$ cat src/rtl/core/sorted_priority_queue_defines.svh
// Assertion macros for the sorted priority queue.
`ifndef SORTED_PRIORITY_QUEUE_DEFINES_SVH
`define SORTED_PRIORITY_QUEUE_DEFINES_SVH

// Same-cycle implication, checked outside reset.
`define SPQ_ASSERT_NOW(label, ante, cons) \
    label: assert property (@(posedge i_clk) disable iff (!i_rst_n) (ante) |-> (cons)) \
        else $error("sorted_priority_queue: same-cycle check failed");

// Next-cycle implication, checked outside reset.
`define SPQ_ASSERT_NEXT(label, ante, cons) \
    label: assert property (@(posedge i_clk) disable iff (!i_rst_n) (ante) |=> (cons)) \
        else $error("sorted_priority_queue: next-cycle check failed");

`endif

$ cat src/rtl/core/spq_pkg.sv
// Types and constants shared by the sorted priority queue.
`timescale 1ns / 1ps
package spq_pkg;

    localparam int Capacity  = 16;
    localparam int CountW    = $clog2(Capacity + 1);
    localparam int OutCountW = 5;

    typedef enum logic {
        KindEnq = 1'b0,
        KindDeq = 1'b1
    } t_kind;

    typedef enum logic [1:0] {
        StOk    = 2'd0,
        StEmpty = 2'd1,
        StFull  = 2'd2
    } t_status;

    typedef enum logic [1:0] {
        OpHold = 2'd0,
        OpEnq  = 2'd1,
        OpDeq  = 2'd2
    } t_op;

    typedef struct packed {
        t_kind       kind;
        logic [31:0] item_value;
        logic [31:0] item_priority;
    } t_in_req;

    typedef struct packed {
        logic [31:0]          front_value;
        logic [31:0]          front_priority;
        logic [OutCountW-1:0] entry_count;
        logic                 is_empty;
        t_status              status;
    } t_out_req;

    typedef struct packed {
        logic [31:0] value;
        logic [31:0] prio;
    } t_entry;

    typedef struct packed {
        t_op    op;
        t_entry fresh;
    } t_cell_ctrl;

endpackage

$ cat src/rtl/core/spq_cell.sv
// One slot of the queue: holds an entry, shifts it toward either neighbor.
`timescale 1ns / 1ps
module spq_cell (
    input  logic                i_clk,
    input  spq_pkg::t_cell_ctrl i_ctrl,
    input  spq_pkg::t_entry     i_prev,
    input  spq_pkg::t_entry     i_next,
    input  logic                i_prev_keep,
    input  logic                i_occupied,
    output spq_pkg::t_entry     o_entry,
    output logic                o_keep
);

    spq_pkg::t_entry r_entry;
    spq_pkg::t_entry n_entry;

    assign o_keep  = i_occupied &&
                     ($signed(r_entry.prio) >= $signed(i_ctrl.fresh.prio));
    assign o_entry = r_entry;

    always_comb begin
        n_entry = r_entry;
        unique case (i_ctrl.op)
            spq_pkg::OpEnq: begin
                if (o_keep) begin
                    n_entry = r_entry;
                end else if (i_prev_keep) begin
                    n_entry = i_ctrl.fresh;
                end else begin
                    n_entry = i_prev;
                end
            end
            spq_pkg::OpDeq: begin
                n_entry = i_next;
            end
            default: begin
                n_entry = r_entry;
            end
        endcase
    end

    always_ff @(posedge i_clk) begin
        r_entry <= n_entry;
    end

endmodule

$ cat src/rtl/core/sorted_priority_queue.sv
// Top level of the sorted priority queue: cell row, count and result register.
`timescale 1ns / 1ps
`include "sorted_priority_queue_defines.svh"
// The queue keeps up to spq_pkg::Capacity value/priority pairs in a row of cells,
// front at cell 0, sorted by descending signed priority with ties in arrival order.
// For each request (enqueue or dequeue) every cell compares its priority with the
// incoming one in parallel and holds, loads the new pair, or takes its neighbor's
// entry, so a request can be accepted on every cycle unless the input stalls. The
// result (front pair, count, empty flag, status) reaches the output register in the
// cycle after acceptance; input stall follows only a full, stalled output register.
// Enqueue on a full queue is dropped and dequeue on an empty one is ignored.
module sorted_priority_queue (
    input  logic             i_clk,
    input  logic             i_rst_n,
    input  logic             i_in_valid,
    output logic             o_in_stall,
    input  spq_pkg::t_in_req i_in,
    output logic             o_out_valid,
    input  logic             i_out_stall,
    output spq_pkg::t_out_req o_out
);

    localparam int Cap = spq_pkg::Capacity;
    localparam int CW  = spq_pkg::CountW;

    logic [CW-1:0]        r_count;
    logic [CW-1:0]        n_count;
    logic                 r_out_valid;
    spq_pkg::t_out_req    r_out;
    spq_pkg::t_out_req    n_out;
    spq_pkg::t_cell_ctrl  w_ctrl;
    spq_pkg::t_entry      w_entry [Cap];
    logic                 w_keep  [Cap];
    spq_pkg::t_entry      n_front;
    spq_pkg::t_status     n_status;
    logic                 w_in_acc;
    logic                 w_full;
    logic                 w_empty;

    assign o_in_stall  = r_out_valid && i_out_stall;
    assign w_in_acc    = i_in_valid && !o_in_stall;
    assign w_full      = (r_count == CW'(Cap));
    assign w_empty     = (r_count == '0);
    assign o_out_valid = r_out_valid;
    assign o_out       = r_out;

    genvar gi;
    generate
        for (gi = 0; gi < Cap; gi++) begin : g_cell
            spq_cell u_cell (
                .i_clk       (i_clk),
                .i_ctrl      (w_ctrl),
                .i_prev      ((gi == 0) ? w_ctrl.fresh : w_entry[(gi == 0) ? 0 : gi - 1]),
                .i_next      ((gi == Cap - 1) ? w_entry[gi]
                                              : w_entry[(gi == Cap - 1) ? gi : gi + 1]),
                .i_prev_keep ((gi == 0) ? 1'b1 : w_keep[(gi == 0) ? 0 : gi - 1]),
                .i_occupied  (CW'(gi) < r_count),
                .o_entry     (w_entry[gi]),
                .o_keep      (w_keep[gi])
            );
        end
    endgenerate

    always_comb begin
        w_ctrl.fresh.value = i_in.item_value;
        w_ctrl.fresh.prio  = i_in.item_priority;
        w_ctrl.op          = spq_pkg::OpHold;
        n_status           = spq_pkg::StOk;
        n_count            = r_count;
        if (i_in.kind == spq_pkg::KindEnq) begin
            if (w_full) begin
                n_status = spq_pkg::StFull;
            end else begin
                w_ctrl.op = spq_pkg::OpEnq;
                n_count   = r_count + CW'(1);
            end
        end else begin
            if (w_empty) begin
                n_status = spq_pkg::StEmpty;
            end else begin
                w_ctrl.op = spq_pkg::OpDeq;
                n_count   = r_count - CW'(1);
            end
        end
        if (!w_in_acc) begin
            w_ctrl.op = spq_pkg::OpHold;
            n_count   = r_count;
        end
    end

    always_comb begin
        unique case (w_ctrl.op)
            spq_pkg::OpEnq: n_front = w_keep[0] ? w_entry[0] : w_ctrl.fresh;
            spq_pkg::OpDeq: n_front = w_entry[1];
            default:        n_front = w_entry[0];
        endcase

        n_out.is_empty    = (n_count == '0);
        n_out.front_value    = n_out.is_empty ? 32'd0 : n_front.value;
        n_out.front_priority = n_out.is_empty ? 32'd0 : n_front.prio;
        n_out.entry_count = spq_pkg::OutCountW'(n_count);
        n_out.status      = n_status;
    end

    always_ff @(posedge i_clk) begin
        if (!i_rst_n) begin
            r_count     <= '0;
            r_out_valid <= 1'b0;
        end else begin
            r_count <= n_count;
            if (w_in_acc) begin
                r_out_valid <= 1'b1;
            end else if (!i_out_stall) begin
                r_out_valid <= 1'b0;
            end
        end
    end

    always_ff @(posedge i_clk) begin
        if (w_in_acc) begin
            r_out <= n_out;
        end
    end

    `SPQ_ASSERT_NOW(a_count_range, 1'b1, r_count <= CW'(Cap))
    `SPQ_ASSERT_NEXT(a_hold_count, w_in_acc && (w_ctrl.op == spq_pkg::OpHold), $stable(r_count))
    `SPQ_ASSERT_NOW(a_empty_zero, o_out_valid && o_out.is_empty,
                    (o_out.front_value == 32'd0) && (o_out.front_priority == 32'd0))
    `SPQ_ASSERT_NEXT(a_result_follows, w_in_acc, o_out_valid)

endmodule

$ cat config.mk
export PLATFORM = sky130hd
export DESIGN_NAME = sorted_priority_queue
export DESIGN_NICKNAME = d
export VERILOG_FILES = /design/src/rtl/core/spq_pkg.sv /design/src/rtl/core/spq_cell.sv /design/src/rtl/core/sorted_priority_queue.sv
export VERILOG_INCLUDE_DIRS = /design/src /design/src/rtl/core
export SDC_FILE = /design/constraint.sdc
export NUM_CORES = 2
export LEC_CHECK = 0
export ABC_CLOCK_PERIOD_IN_PS = 7100
export BUFFER_PORTS_ARGS = -buffer_cell sky130_fd_sc_hd__buf_2
export CAP_MARGIN = 25
export CORE_MARGIN = 4
export CORE_UTILIZATION = 64
export DETAILED_ROUTE_END_ITERATION = 6
export PLACE_DENSITY_LB_ADDON = 0.3
export RECOVER_POWER = 100
export SLEW_MARGIN = 10
export SYNTH_ARGS = -nofsm -noshare
export SYNTH_HDL_FRONTEND = slang
export SYNTH_HIERARCHICAL = 1
export SYNTH_SLANG_ARGS = --single-unit
$ cat constraint.sdc
create_clock -name i_clk -period 7.1 [get_ports i_clk]
set_input_delay 0.71 -clock i_clk [delete_from_list [all_inputs] [get_ports i_clk]]
set_output_delay 0.71 -clock i_clk [all_outputs]
set_load 0.005 [all_outputs]
==> impl_metrics.yaml <==
floorplanning:
  coreArea_sq_mm: 0.109
  die_w_microns: 339
  ios: 143
  die_h_microns: 339
  rows: 121
  initial_core_util_pct: 64.5
  die_area_sq_mm: 0.115
timing:
  hold_viol: 0
  tightest_slew_ns: 2.23
  rsz0062_at_grt: "no"
  max_freq_ghz: 0.170
  fin_crit_ns: 5.88
  clock_skew_ns: 0.0349
  finalWorstSetupSlack_ns: 1.22
  fin_crit_sh_pct: 82.8
  relSlewSlack_pct: -48.5
  slew_viol_final: 871
  setup_tns_ns: 0
  finalSetupViolations: 0
clocking:
  holdBufCountCts: 0
  clkSlewWorstSetupHoldPaths_ns: 0.06
  clockRootBuffer: "clkbuf_16"
  cts_sinks: 1102
  cts_buffers: 116
  clk_path_buf_depth: 3
  htreeDepth: 3
  cts_setup_buffers: 0
  cts_tree: "done"
  post_cts_resized: 0
  clk_latency_ns: 0.74
synth:
  avgSynthCellArea_sq_um: 10.4
  yosys_warnings: 6
  synthCells: 6754
  syn_area_sq_mm: 0.0702
  syn_nets: 7341
critical_path:
  arrival_ns: 6.33
  crit_type: "input pin to flip-flop"
  start_kind: "input pin"
  timing.rr.start: "r_count[0]$_SDFF_PN0_"
  timing.rr.end: "g_cell[13].u_cell/o_entry[49]$_DFFE_PP_"
  crit_path_max_fanout: 35
  path_cells: "clkbuf_1 > inv_1 > ha_1 > nand4_1 > or4_1 > a211o_1 > o211ai_1 > mux2_1 > o21a_1 > buf_12 > mux2i_1 > o21ai_0"
  r2r_setup_slack_ns: 1.24
  reg2reg_depth: 11
  slowest_delay_ns: 1.45
  required_ns: 7.55
  cp-end-kind: "flip-flop"
  cp-startpoint: "i_in[27]"
  slowest_stage: "o21a_1"
  worstSetupEndpoint: "g_cell[6].u_cell/o_entry[54]$_DFFE_PP_"
placement:
  place_inst: 8026
  pre_cts_ws_ns: 1.98
  io_buffers: 142
  place_congestion: 0.890
  dp_hpwl_mm: 126
outcome:
  violations: "design-rule violations, max-capacitance violations, max-slew violations"
  status: "finished, violations left"
power_and_ir_drop:
  intPower_mw: 15.6
  p_leak_nw: 27.3
  p_total_mw: 23.4
  vdd_drop_max_v: 0.000323
  p_clk_share_pct: 26.3
  swShare_pct: 33.3
  p_per_area_mw_per_mm2: 309
  switchingPower_mw: 7.79
  p_comb_share_pct: 27.3
  seqPwrFrac_pct: 46.4
drt:
  drt_iter0_drc: 6554
  wl_per_cell_microns: 21.7
  route.vias.total: 53400
  drtAntennaViolNets: 0
  wirelength_mm: 179
  drc: 10
  first_pass_iters: 7
  vias_per_cell: 6.48
final_layout:
  nFillCells: 7852
  utilization_pct: 69.7
  layout_commonest_cell: "nand2_1"
  layout.cells.non_filler: 8245
  fin_nets: 7324
  drive_gt1_share_pct: 7.19
  syn_to_final_growth_pct: 8.07
  antenna_cells: 0
  layout_common_cells: "nand2_1, edfxtp_1, o21ai_0"
flow_run:
  drv_cap: 19
global_route:
  grt_max_degree: 130
  grt_usage_pct: 30.1
  overflow: 0
  antenna_found_initial: 3
  grt_pass1_vias: 51000
  grt_pass1_wl_mm: 284
hold_path:
  hp-class: "input pin to flip-flop"
## state kept, by name (all words and copies together), names as in the netlist
name,flops
r_count,5
g_cell.u_cell/o_entry,1024
o_out,72
o_out_valid,1
## power groups by stage
stage | Clock, mW | Sequential [mW] | Combinational (mW)
floorplan | 0 | 10.4 | 4.83
global placement | 0 | 10.8 | 6.09
detailed placement | 0 | 10.9 | 6.47
CTS | 6.21 | 10.8 | 6.52
global route | 6.48 | 11.0 | 7.11
finish | 6.15 | 10.9 | 6.39
## routing by layer
layer / GRT usage [%] / wire length, microns
met5: 0 / 25
met4: 8.13 / 4340
met3: 4.49 / 17300
met2: 45.1 / 77800
met1: 45.7 / 79700
## through the flow
stage,hold WS (ns),instance area [sq um]
2_1_floorplan,0.521,70200
3_3_place_gp,0.530,72200
3_5_place_dp,0.544,72300
4_1_cts,0.156,76100
5_1_grt,0.203,75800
6_report,0.205,75800
## area by class of cell
type / count / area [sq um] / share of cell area (%)
Sequential cell: 1102 / 33000 / 43.6
Clock inverter: 55 / 604 / 0.797
Multi-Input combinational cell: 4714 / 33600 / 44.3
Clock buffer: 157 / 3150 / 4.15
Timing Repair Buffer: 255 / 1620 / 2.14
Tap cell: 1414 / 1770 / 2.33
Inverter: 548 / 2060 / 2.71
## how the worst min path moves through the flow
| stage | endpoint | depth (start not counted) | startpoint |
|---|---|---|---|
| 3_5_place_dp | g_cell[14].u_cell/o_entry[46]$_DFFE_PP_ | 2 | g_cell[15].u_cell/o_entry[46]$_DFFE_PP_ |
| 2_1_floorplan | g_cell[10].u_cell/o_entry[32]$_DFFE_PP_ | 2 | g_cell[11].u_cell/o_entry[32]$_DFFE_PP_ |
| 4_1_cts | o_out_valid$_SDFFE_PN0P_ | 2 | i_in_valid |
| 5_1_grt | o_out_valid$_SDFFE_PN0P_ | 2 | i_in_valid |
| 6_report | o_out_valid$_SDFFE_PN0P_ | 2 | i_in_valid |
| 3_3_place_gp | g_cell[13].u_cell/o_entry[46]$_DFFE_PP_ | 2 | g_cell[14].u_cell/o_entry[46]$_DFFE_PP_ |
## worst max-delay path: cells and delay by family
family                   cells  cell delay (ns)
multiplexers                 2             0.55
AO/OA/AOI/OAI                4             2.04
buffers and inverters        3             1.74
adder cells (fa/ha/maj)      1             0.41
AND/OR/NAND/NOR              2             0.80
(Power assumes the default switching activity.)
